==> src/rtl/ssrp_pkg.sv <==
// Shared types, constants and per-joint tables for the servo slew ramp pulse mapper.
package ssrp_pkg;

    localparam int JOINTS      = 7;
    localparam int JOINT_IDX_W = 4;
    localparam int KIND_W      = 2;
    localparam int TARGET_W    = 28;
    localparam int ELAPSED_W   = 16;
    localparam int ANGLE_W     = 32;
    localparam int PULSE_W     = 15;
    localparam int INV_W       = 16;
    localparam int MAXSPD_W    = 31;
    localparam int SHIFT_W     = 26;
    localparam int GAIN_W      = 26;
    localparam int NUDGE_W     = 7;
    localparam int ADDR_W      = 3;
    localparam int DATA_W      = 32;

    // Request kinds
    localparam logic [KIND_W-1:0] KIND_SET  = 2'd0;
    localparam logic [KIND_W-1:0] KIND_TICK = 2'd1;
    localparam logic [KIND_W-1:0] KIND_HOME = 2'd2;

    // Register indexes (paddr[2])
    localparam logic REG_INVERSE_PERIOD = 1'b0;
    localparam logic REG_MAX_SPEED      = 1'b1;

    localparam logic [INV_W-1:0]    INV_PERIOD_RST = 16'd3277;
    localparam logic [MAXSPD_W-1:0] MAX_SPEED_RST  = 31'd6746518;

    localparam logic signed [ANGLE_W-1:0] HALF_PI_Q24 = 32'sd26353589;
    localparam logic signed [ANGLE_W-1:0] ANGLE_MAX   = 32'sh7FFFFFFF;
    localparam logic signed [ANGLE_W-1:0] ANGLE_MIN   = 32'sh80000000;

    // ceil(2^43 / 125): exact floor division by 125 for 36-bit dividends
    localparam logic [36:0] RECIP_125 = 37'd70368744178;

    localparam logic [PULSE_W-1:0] PULSE_MAX  = 15'd19999;
    localparam logic [9:0]         PULSE_BASE = 10'd500;

    typedef struct packed {
        logic [INV_W-1:0]    inverse_period;
        logic [MAXSPD_W-1:0] max_speed;
    } cfg_t;

    typedef struct packed {
        logic [ANGLE_W-1:0] home;
        logic [SHIFT_W-1:0] shift;
        logic [GAIN_W-1:0]  gain;
        logic [NUDGE_W-1:0] nudge;
    } lane_const_t;

    typedef struct packed {
        logic                 start;
        logic [KIND_W-1:0]    kind;
        logic [TARGET_W-1:0]  target;
        logic [ELAPSED_W-1:0] elapsed;
    } lane_cmd_t;

    typedef struct packed {
        logic               done;
        logic [PULSE_W-1:0] pulse;
    } lane_stat_t;

    function automatic lane_const_t lane_const_of(input logic [JOINT_IDX_W-1:0] j);
        lane_const_t c;
        c.home  = 32'd0;
        c.shift = 26'(HALF_PI_Q24);
        c.gain  = 26'd41721513;
        c.nudge = 7'd0;
        unique case (j)
            4'd0:
            begin
                c.shift = 26'd0;
                c.gain  = 26'd28381982;
            end
            4'd1:
            begin
                c.home  = HALF_PI_Q24;
                c.shift = 26'd790608;
                c.gain  = 26'd40506324;
            end
            4'd2:
            begin
                c.home  = HALF_PI_Q24;
                c.shift = 26'd12386187;
                c.gain  = 26'd28381982;
                c.nudge = 7'd90;
            end
            4'd3:
            begin
                c.shift = 26'd39530384;
                c.gain  = 26'd27814342;
                c.nudge = 7'd20;
            end
            4'd4:
            begin
                c.nudge = 7'd60;
            end
            4'd5:
            begin
                c.nudge = 7'd25;
            end
            default:
            begin
                c.nudge = 7'd0;
            end
        endcase
        return c;
    endfunction

endpackage

==> src/rtl/ssrp_cfg.sv <==
// APB register file: inverse command period and speed limit.
module ssrp_cfg import ssrp_pkg::*; (
    input  logic              clk,
    input  logic              rst_n,
    input  logic              psel,
    input  logic              penable,
    input  logic              pwrite,
    input  logic [ADDR_W-1:0] paddr,
    input  logic [DATA_W-1:0] pwdata,
    output logic [DATA_W-1:0] prdata,
    output logic              pready,
    output cfg_t              cfg
);

    logic [INV_W-1:0]    inv_reg;
    logic [INV_W-1:0]    inv_next;
    logic [MAXSPD_W-1:0] max_reg;
    logic [MAXSPD_W-1:0] max_next;
    logic                wr_en;
    logic                reg_idx;

    assign pready  = 1'b1;
    assign wr_en   = psel && penable && pwrite;
    assign reg_idx = paddr[ADDR_W-1];

    always_comb
    begin
        inv_next = inv_reg;
        max_next = max_reg;
        if (wr_en)
        begin
            unique case (reg_idx)
                REG_INVERSE_PERIOD: inv_next = pwdata[INV_W-1:0];
                REG_MAX_SPEED:      max_next = pwdata[MAXSPD_W-1:0];
                default:            inv_next = inv_reg;
            endcase
        end
    end

    always_comb
    begin
        unique case (reg_idx)
            REG_INVERSE_PERIOD: prdata = DATA_W'(inv_reg);
            REG_MAX_SPEED:      prdata = DATA_W'(max_reg);
            default:            prdata = '0;
        endcase
    end

    always_ff @(posedge clk or negedge rst_n)
    begin
        if (!rst_n)
        begin
            inv_reg <= INV_PERIOD_RST;
            max_reg <= MAX_SPEED_RST;
        end
        else
        begin
            inv_reg <= inv_next;
            max_reg <= max_next;
        end
    end

    assign cfg.inverse_period = inv_reg;
    assign cfg.max_speed      = max_reg;

endmodule

==> config.mk <==
export PLATFORM = sky130hd
export DESIGN_NAME = ssrp_cfg
export DESIGN_NICKNAME = d
export VERILOG_FILES = /design/src/rtl/ssrp_pkg.sv /design/src/rtl/ssrp_cfg.sv
export SDC_FILE = /design/constraint.sdc
export NUM_CORES = 1
export LEC_CHECK = 0
export BUFFER_PORTS_ARGS = -buffer_cell sky130_fd_sc_hd__buf_2
export CORE_MARGIN = 5
export CORE_UTILIZATION = 47
export DETAILED_ROUTE_END_ITERATION = 8
export GPL_TIMING_DRIVEN = 0
export PLACE_DENSITY = 0.83
export REMOVE_ABC_BUFFERS = 1
export SETUP_SLACK_MARGIN = 0.05
export SLEW_MARGIN = 25
export SYNTH_ARGS = -nofsm -noshare
export SYNTH_HDL_FRONTEND = slang
export SYNTH_SLANG_ARGS = --single-unit
==> constraint.sdc <==
create_clock -name clk -period 2.4 [get_ports clk]
set_input_delay 0.48 -clock clk [delete_from_list [all_inputs] [get_ports clk]]
set_output_delay 0.48 -clock clk [all_outputs]
set_load 0.02 [all_outputs]
==> results.py <==
metrics = {
    "clocking": {
        "cts_made_buffers": 5,
        "cts_hold_buf": 0,
        "cts_tree": "yes",
        "cts-resized-gates": 0,
        "root_buffer": "clkbuf_8",
        "insertion_delay_ns": 0.29,
        "htreeDepth": 2,
        "post_cts_buffers": 0,
        "cts.clk_slew.worst_paths_ns": 0.08,
        "clk_path_buf_depth": 2,
        "cts.sinks": 47,
    },
    "logic_synthesis": {
        "synthSimpleGateAreaFrac": 0.05921,
        "synth-xor-area-share": 0,
        "synth_area_leaders": "dfrtp_1, dfstp_2, mux2_2",
        "muxShareOfSynthArea": 0.3391,
        "syn_inst": 138,
        "yosys_register_bits": 47,
        "syn_avg_cell_area_um2": 15.16,
        "async_flop_share": 1.000,
        "yosys.area_share.adder": 0,
        "ys.flop_type": "dfrtp_1",
        "synth_top_cell_area_share": 0.3230,
        "yosysTopAreaCell": "dfrtp_1",
        "synth_edf_count": 0,
        "netlist_top_cells_count": "mux2_2, mux2_1, dfrtp_1, dfstp_2, and2_1",
        "yosys.cell_count.top_type": "mux2_2",
        "synth_top_family_by_area": "multiplexers",
        "syn_area_um2": 2092,
        "synth_compound_area_frac": 0,
        "yosys.cell_types.count": 11,
        "yosysSeqAreaShare": 0.5742,
        "yosysWarnings": 0,
    },
    "power_and_ir_drop": {
        "finalPower_mw": 2.644,
        "p_sw_mw": 0.9286,
        "power_frac_seq": 0.432,
        "swShare": 0.3512,
        "vdd_drop_max_mv": 0.5404,
        "p_per_area_nw_per_um2": 941.3,
        "p_leak_nw": 1.417,
        "power_frac_comb": 0.359,
        "power_frac_clock": 0.209,
        "p_int_mw": 1.715,
    },
    "finish": {
        "syn_to_final_growth_pct": 34.27,
        "drive_above_1_share": 0.6957,
        "largest_reg_flops": 31,
        "num_antenna_cells": 0,
        "fin_cells": 305,
        "fin_area_um2": 2809,
        "utilization": 0.6496,
        "nNetsFinal": 292,
    },
    "job": {
        "drv_cap": 0,
    },
    "die": {
        "die_w_um": 76.72,
        "core_area_um2": 4324,
        "num_rows": 24,
        "die_h_um": 76.72,
        "die-area_um2": 5885,
        "ioPinCount": 120,
        "start_util": 0.4838,
    },
    "placed_design": {
        "portBuffers": 114,
        "placed_cell_area_um2": 2700,
        "gp_congestion": 0.6811,
        "place_hpwl_mm": 3.502,
        "place_inst": 297,
    },
    "grt": {
        "antenna_found_initial": 0,
        "grt_pass1_vias": 1651,
        "grtUsageTotal": 0.1638,
        "grt-ovfl-total": 0,
        "grt_max_degree": 48,
        "grt_pass1_wl_mm": 7.941,
    },
    "setup_path": {
        "crit_chain": "buf_2 -> nand4_1 -> buf_6 -> mux2_1",
        "setup.worst_path.start_class": "primary input",
        "crit_fanout": 33,
        "cp_slowest_stage_delay_ns": 0.62,
        "crit_type": "primary input to flip-flop",
        "end_kind": "flip-flop",
        "cp_slowest_cell": "nand4_1",
        "required_ns": 2.57,
        "crit_arrival_ns": 2.25,
    },
    "detailed_routing": {
        "first_iter_violations": 29,
        "num_vias": 1517,
        "wirelength_mm": 4.583,
        "drc": 0,
        "viasPerCell": 4.974,
        "dr.pass1.iters": 2,
        "routedWlPerCell_um": 15.03,
        "ant_nets": 0,
    },
    "sta": {
        "period_needed_ns": 2.080,
        "hold_violations": 0,
        "final.setup_skew_ns": 0,
        "setup_tns_ns": 0,
        "rsz0062_at_grt": "no",
        "period_share": 0.8665,
        "relSlewSlack": 0.5953,
        "fmax_mhz": 480.8,
        "setup_viol": 0,
        "drv_slew": 0,
        "worst_pin_slew_ns": 0.6053,
    },
    "hold_path": {
        "min_path_type": "primary input to async pin",
    },
    "status": {
        "status": "finished, final reports clean",
    },
}
## cells by family after synthesis
kind of cell           count (synthesis)
and+or+nand+nor                       17
muxes                                 63
DFF                                   47
buffers and inverters                  9
other                                  2
## critical path, delay by kind of cell
| kind | cells | cell delay, ns |
|---|---|---|
| buf+inv | 2 | 0.82 |
| simple gates | 1 | 0.62 |
| mux | 1 | 0.32 |
## power by group through the flow
stage	Combinational (mW)	Clock (mW)	Sequential, mW
3_3_place_gp	0.945	0	1.15
3_5_place_dp	0.963	0	1.16
6_report	0.950	0.553	1.14
2_1_floorplan	0.373	0	1.37
5_1_grt	1.02	0.619	1.17
4_1_cts	0.966	0.583	1.14
## final timing paths
check                                  from     endpoint  slack [ns]  depth (start not counted)
worst max register to register   max_reg[9]   max_reg[9]        1.58                          1
worst min-delay path                  rst_n  max_reg[25]        0.18                          1
worst max-delay path               paddr[2]   max_reg[3]        0.32                          4
worst min register to register  max_reg[23]  max_reg[23]        0.52                          1
max in group asynchronous             rst_n  max_reg[17]        1.82                          1
min in group clk                 pwdata[16]  max_reg[16]        0.39                          2
## per-stage QoR
stage / worst slack [ns] / hold WS [ns]
detailed placement: -0.02870 / 0.4969
global route: 0.1860 / 0.2131
finish: 0.3203 / 0.1754
CTS: 0.2841 / 0.3756
global placement: -1.033 / 0.4865
floorplan: 0.2064 / 0.1844
## per-layer routing
metal / share of wire / track usage
met2: 0.52 / 0.2895
met1: 0.37 / 0.1785
met3: 0.095 / 0.06206
met4: 0.020 / 0.05420
met5: 0 / 0
## area by class of cell
class                   count  area (µm²)
clock buffers               7       76.32
clock inverters             1       30.03
fillers                   320        1515
multi-input cells          82       840.8
flip-flops and latches     47        1201
well taps                  52       65.06
repair buffers            116       595.6
## layout by cell type, fill, tap and decap left out
master / instances
clkbuf_8: 5
mux2_2: 33
mux2_1: 30
clkbuf_1: 2
buf_4: 1
nand4b_4: 1
dfstp_2: 20
and2_1: 15
bufinv_16: 1
buf_6: 2
nand4_1: 1
buf_2: 113
conb_1: 2
dfrtp_1: 27
Power figures use the tool's default switching activity.
