--- config.mk ---
export PLATFORM = sky130hd
export DESIGN_NAME = ssrp_merge_flat
export DESIGN_NICKNAME = d
export VERILOG_FILES = /design/src/rtl/ssrp_pkg.sv /design/src/rtl/ssrp_out_if.sv /design/src/rtl/ssrp_merge.sv /design/src/flat_wrapper.sv
export SDC_FILE = /design/constraint.sdc
export NUM_CORES = 1
export LEC_CHECK = 0
export BUFFER_PORTS_ARGS = -buffer_cell sky130_fd_sc_hd__buf_2
export CAP_MARGIN = 20
export CORE_UTILIZATION = 37
export DETAILED_ROUTE_END_ITERATION = 10
export PLACE_DENSITY = 0.76
export SETUP_SLACK_MARGIN = 0.4
export SLEW_MARGIN = 20
export SYNTH_ARGS = -nofsm -noshare
export SYNTH_HDL_FRONTEND = slang
export SYNTH_SLANG_ARGS = --single-unit
--- constraint.sdc ---
create_clock -name clk -period 5.9 [get_ports clk]
set_clock_uncertainty 0.1 [all_clocks]
set_input_delay 0.885 -clock clk [delete_from_list [all_inputs] [get_ports clk]]
set_output_delay 0.885 -clock clk [all_outputs]
set_load 0.01 [all_outputs]
--- src/rtl/ssrp_pkg.sv ---
// Shared types, constants and per-joint tables for the servo slew ramp pulse mapper.
package ssrp_pkg;

    localparam int JOINTS      = 7;
    localparam int JOINT_IDX_W = 4;
    localparam int KIND_W      = 2;
    localparam int TARGET_W    = 28;
    localparam int ELAPSED_W   = 16;
    localparam int ANGLE_W     = 32;
    localparam int PULSE_W     = 15;
    localparam int INV_W       = 16;
    localparam int MAXSPD_W    = 31;
    localparam int SHIFT_W     = 26;
    localparam int GAIN_W      = 26;
    localparam int NUDGE_W     = 7;
    localparam int ADDR_W      = 3;
    localparam int DATA_W      = 32;

    // Request kinds
    localparam logic [KIND_W-1:0] KIND_SET  = 2'd0;
    localparam logic [KIND_W-1:0] KIND_TICK = 2'd1;
    localparam logic [KIND_W-1:0] KIND_HOME = 2'd2;

    // Register indexes (paddr[2])
    localparam logic REG_INVERSE_PERIOD = 1'b0;
    localparam logic REG_MAX_SPEED      = 1'b1;

    localparam logic [INV_W-1:0]    INV_PERIOD_RST = 16'd3277;
    localparam logic [MAXSPD_W-1:0] MAX_SPEED_RST  = 31'd6746518;

    localparam logic signed [ANGLE_W-1:0] HALF_PI_Q24 = 32'sd26353589;
    localparam logic signed [ANGLE_W-1:0] ANGLE_MAX   = 32'sh7FFFFFFF;
    localparam logic signed [ANGLE_W-1:0] ANGLE_MIN   = 32'sh80000000;

    // ceil(2^43 / 125): exact floor division by 125 for 36-bit dividends
    localparam logic [36:0] RECIP_125 = 37'd70368744178;

    localparam logic [PULSE_W-1:0] PULSE_MAX  = 15'd19999;
    localparam logic [9:0]         PULSE_BASE = 10'd500;

    typedef struct packed {
        logic [INV_W-1:0]    inverse_period;
        logic [MAXSPD_W-1:0] max_speed;
    } cfg_t;

    typedef struct packed {
        logic [ANGLE_W-1:0] home;
        logic [SHIFT_W-1:0] shift;
        logic [GAIN_W-1:0]  gain;
        logic [NUDGE_W-1:0] nudge;
    } lane_const_t;

    typedef struct packed {
        logic                 start;
        logic [KIND_W-1:0]    kind;
        logic [TARGET_W-1:0]  target;
        logic [ELAPSED_W-1:0] elapsed;
    } lane_cmd_t;

    typedef struct packed {
        logic               done;
        logic [PULSE_W-1:0] pulse;
    } lane_stat_t;

    function automatic lane_const_t lane_const_of(input logic [JOINT_IDX_W-1:0] j);
        lane_const_t c;
        c.home  = 32'd0;
        c.shift = 26'(HALF_PI_Q24);
        c.gain  = 26'd41721513;
        c.nudge = 7'd0;
        unique case (j)
            4'd0:
            begin
                c.shift = 26'd0;
                c.gain  = 26'd28381982;
            end
            4'd1:
            begin
                c.home  = HALF_PI_Q24;
                c.shift = 26'd790608;
                c.gain  = 26'd40506324;
            end
            4'd2:
            begin
                c.home  = HALF_PI_Q24;
                c.shift = 26'd12386187;
                c.gain  = 26'd28381982;
                c.nudge = 7'd90;
            end
            4'd3:
            begin
                c.shift = 26'd39530384;
                c.gain  = 26'd27814342;
                c.nudge = 7'd20;
            end
            4'd4:
            begin
                c.nudge = 7'd60;
            end
            4'd5:
            begin
                c.nudge = 7'd25;
            end
            default:
            begin
                c.nudge = 7'd0;
            end
        endcase
        return c;
    endfunction

endpackage

--- src/rtl/ssrp_out_if.sv ---
// Result channel: seven pulse widths.
interface ssrp_out_if import ssrp_pkg::*; ();
    logic               valid;
    logic               ready;
    logic [PULSE_W-1:0] pulse_0;
    logic [PULSE_W-1:0] pulse_1;
    logic [PULSE_W-1:0] pulse_2;
    logic [PULSE_W-1:0] pulse_3;
    logic [PULSE_W-1:0] pulse_4;
    logic [PULSE_W-1:0] pulse_5;
    logic [PULSE_W-1:0] pulse_6;

    modport source (output valid, pulse_0, pulse_1, pulse_2, pulse_3, pulse_4, pulse_5,
                    pulse_6, input ready);
    modport sink (input valid, pulse_0, pulse_1, pulse_2, pulse_3, pulse_4, pulse_5,
                  pulse_6, output ready);
endinterface

--- src/rtl/ssrp_merge.sv ---
// Merge stage: gathers the lane pulses into the result register.
module ssrp_merge import ssrp_pkg::*; (
    input  logic        clk,
    input  logic        rst_n,
    input  lane_stat_t  lane_stat [JOINTS],
    output logic        take,
    ssrp_out_if.source  pwm
);

    logic               out_valid_reg, out_valid_next;
    logic [PULSE_W-1:0] pulse_reg [JOINTS];
    logic               all_done;

    always_comb
    begin
        all_done = 1'b1;
        for (int j = 0; j < JOINTS; j++)
        begin
            all_done = all_done && lane_stat[j].done;
        end
    end

    // Load when every lane is finished and the result slot is free or draining
    assign take = all_done && (!out_valid_reg || pwm.ready);

    always_comb
    begin
        priority if (take)
            out_valid_next = 1'b1;
        else if (pwm.ready)
            out_valid_next = 1'b0;
        else
            out_valid_next = out_valid_reg;
    end

    always_ff @(posedge clk or negedge rst_n)
    begin
        if (!rst_n)
            out_valid_reg <= 1'b0;
        else
            out_valid_reg <= out_valid_next;
    end

    always_ff @(posedge clk)
    begin
        if (take)
        begin
            for (int j = 0; j < JOINTS; j++)
            begin
                pulse_reg[j] <= lane_stat[j].pulse;
            end
        end
    end

    assign pwm.valid   = out_valid_reg;
    assign pwm.pulse_0 = pulse_reg[0];
    assign pwm.pulse_1 = pulse_reg[1];
    assign pwm.pulse_2 = pulse_reg[2];
    assign pwm.pulse_3 = pulse_reg[3];
    assign pwm.pulse_4 = pulse_reg[4];
    assign pwm.pulse_5 = pulse_reg[5];
    assign pwm.pulse_6 = pulse_reg[6];

endmodule

--- src/flat_wrapper.sv ---
// flat-port wrapper written by rule: the top's interface ports become plain ports
module ssrp_merge_flat import ssrp_pkg::*;
  (clk, rst_n, lane_stat, take, pwm_valid, pwm_pulse_0, pwm_pulse_1, pwm_pulse_2, pwm_pulse_3, pwm_pulse_4, pwm_pulse_5, pwm_pulse_6, pwm_ready);
  ssrp_out_if pwm_i ();
  input  logic clk;
  input  logic rst_n;
  input  lane_stat_t lane_stat[JOINTS];
  output logic take;
  output wire logic [$bits(pwm_i.valid)-1:0] pwm_valid;
  output wire logic [$bits(pwm_i.pulse_0)-1:0] pwm_pulse_0;
  output wire logic [$bits(pwm_i.pulse_1)-1:0] pwm_pulse_1;
  output wire logic [$bits(pwm_i.pulse_2)-1:0] pwm_pulse_2;
  output wire logic [$bits(pwm_i.pulse_3)-1:0] pwm_pulse_3;
  output wire logic [$bits(pwm_i.pulse_4)-1:0] pwm_pulse_4;
  output wire logic [$bits(pwm_i.pulse_5)-1:0] pwm_pulse_5;
  output wire logic [$bits(pwm_i.pulse_6)-1:0] pwm_pulse_6;
  input wire logic [$bits(pwm_i.ready)-1:0] pwm_ready;
  assign pwm_valid = pwm_i.valid;
  assign pwm_pulse_0 = pwm_i.pulse_0;
  assign pwm_pulse_1 = pwm_i.pulse_1;
  assign pwm_pulse_2 = pwm_i.pulse_2;
  assign pwm_pulse_3 = pwm_i.pulse_3;
  assign pwm_pulse_4 = pwm_i.pulse_4;
  assign pwm_pulse_5 = pwm_i.pulse_5;
  assign pwm_pulse_6 = pwm_i.pulse_6;
  assign pwm_i.ready = pwm_ready;
  ssrp_merge u_core (.clk(clk), .rst_n(rst_n), .lane_stat(lane_stat), .take(take), .pwm(pwm_i));
endmodule
==> impl_metrics.env <==
export IMPL_n_antenna_cell=0
export IMPL_reg2regPathDepth=4
export IMPL_cp_start_kind="input port"
export IMPL_crit_family="buffers and inverters"
export IMPL_critPathKind="in -> reg"
export IMPL_wirelength_um=7270
export IMPL_area_growth_pct=44.9
export IMPL_start_util_pct=38.7
export IMPL_cts_tree="yes"
export IMPL_post_route_util_pct=56.1
export IMPL_grt_pass1_wl_um=10000
export IMPL_crit_path_cell_trace="buf_2, nand4_1, nor3_4, buf_4, buf_4"
export IMPL_setup_viol=0
export IMPL_grt_usage_pct=15.8
export IMPL_grt_max_degree=60
export IMPL_fp_dieH_um=95.2
export IMPL_fmax_mhz=369
export IMPL_dieWidth_um=95.2
export IMPL_end_kind="register"
export IMPL_first_global_vias=1946
export IMPL_routedWlPerCell_um=16.0
export IMPL_tightest_slew_ps=738
export IMPL_power_density_nw_per_um2=278
export IMPL_drc_errors=0
export IMPL_min_period_ps=2710
export IMPL_hold_violations=0
export IMPL_vdd_drop_max_v=0.000184
export IMPL_ys_seq_area_share_pct=98.9
export IMPL_critical_path_max_stage_delay_ps=690
export IMPL_synth_distinct_cells=7
export IMPL_io_buffer_count=221
export IMPL_crit_path_top_delay_cell="buf_4"
export IMPL_nets=460
export IMPL_drtIter0Drc=58
export IMPL_crit_cells=5
export IMPL_firstDrtPassIters=4
export IMPL_via_per_inst=4.28
export IMPL_ctsHoldBuffers=0
export IMPL_layout_drive_gt1_share_pct=68.3
export IMPL_ys_warn_count=0
export IMPL_dieArea_sq_um=9060
export IMPL_cts_resized_gates=0
export IMPL_largest_reg_flops=105
export IMPL_postRouteAntennaNets=0
export IMPL_cts_inserted_buffers=9
export IMPL_ys_top_cells_by_area="edfxtp_1, dfrtp_1, nor3_2"
export IMPL_gp_congestion=0.745
export IMPL_power_leakage_nw=1.94
export IMPL_synth_area_sq_um=3210
export IMPL_crit_required_ps=5790
export IMPL_grt_setup_unrepaired="no"
export IMPL_antenna_found_initial=0
export IMPL_status="finished clean"
export IMPL_clock_latency_ps=360
export IMPL_num_rows=33
export IMPL_ys_seq_elements=106
export IMPL_ios=222
export IMPL_max_slew_margin_pct=50.8
export IMPL_clock_sinks=106
export IMPL_post_cts_buffers=0
export IMPL_syn_inst=111
export IMPL_crit_buf_inv=3
export IMPL_clk_pin_slew_ps=110
export IMPL_synth_top_cell_by_area="edfxtp_1"
export IMPL_drv_slew=0
export IMPL_cp_data_arrival_time_ps=2600
export IMPL_htreeDepth=3
export IMPL_tns_ps=0
export IMPL_fin_crit_sh_pct=45.9
export IMPL_critPathMaxFanout=59
export IMPL_clockBufferDepth=2
export IMPL_grt_overflow=0
export IMPL_vias=1946
export IMPL_max_cap_violations=0
export IMPL_syn_area_per_cell_sq_um=28.9
export IMPL_synth_top_area_share_pct=98.1
export IMPL_critPathMostFrequentCell="buf_4"
export IMPL_hp_class="in -> async"
export IMPL_root_buffer="clkbuf_8"
export IMPL_synthesis_nets=226
export IMPL_core_area_sq_um=8300
export IMPL_whs_ps=173
-- cell usage in the layout (no fill, tap or decap) --
cell,instances
buf_2,221
buf_4,2
clkbuf_1,1
clkbuf_8,9
clkinv_4,2
dfrtp_1,1
edfxtp_1,105
inv_6,2
inv_8,2
nand3_1,1
nand4_1,1
nor2b_1,1
nor3_4,1
o21bai_1,1
-- cell usage after synthesis --
| master | n |
|---|---|
| nand3_1 | 1 |
| nor2b_1 | 1 |
| nor3_2 | 1 |
| edfxtp_1 | 105 |
| dfrtp_1 | 1 |
| o21bai_1 | 1 |
| nand4_1 | 1 |
-- power by group --
group	total (W)	internal, W	switching [W]	leakage (nW)
Combinational	0.0000462	0.0000292	0.0000170	0.890
Clock	0.000415	0.000164	0.000251	0.0953
Sequential	0.000833	0.000831	0.00000104	0.959
Total	0.00129	0.00103	0.000269	1.94
-- cell type report --
type	count	area [sq um]
clock buffer	10	128
fill	700	3640
timing repair buffer	223	1120
tap	105	131
clock inverter	6	57.6
sequential	106	3180
multi-input combinational	5	41.3
-- path summary, 6_finish.rpt --
check,from,slack [ps],end
worst max-delay path,lane_stat[79],3190,u_core.pulse_reg[1][6]
worst min-delay path,rst_n,170,u_core.pwm.valid
worst max register to register,u_core.pwm.valid,3420,u_core.pulse_reg[1][6]
worst min register to register,u_core.pwm.valid,660,u_core.pwm.valid
max in group asynchronous,rst_n,5440,u_core.pwm.valid
min in group clk,lane_stat[20],590,u_core.pulse_reg[5][4]
-- per-stage QoR --
stage,setup WS [ps],total power (W),std cells,cell area [sq um]
global placement,2890,0.000894,439,4470
detailed placement,2810,0.000897,439,4470
CTS,3200,0.00131,455,4660
global route,3060,0.00134,455,4660
finish,3190,0.00129,455,4660
floorplan,1280,0.000855,111,3220
-- cells by family (layout without fill, tap and decap cells) --
group / Yosys count / count (layout) / synth area share (%)
AOI/OAI and AO/OA: 1 / 1 / 0.234
buffers and inverters: 0 / 239 / 0
DFF: 106 / 106 / 98.9
and+or+nand+nor: 4 / 4 / 0.857
-- layer usage --
metal,share of wire [%],track usage [%],wire [um],vias up
li1,-,-,-,914
met1,33,16.5,2380,919
met2,57,28.2,4140,107
met3,9.4,6.78,685,6
met4,0.96,5.68,70,0
met5,0,0,0,-
Power figures use the tool's default switching activity.
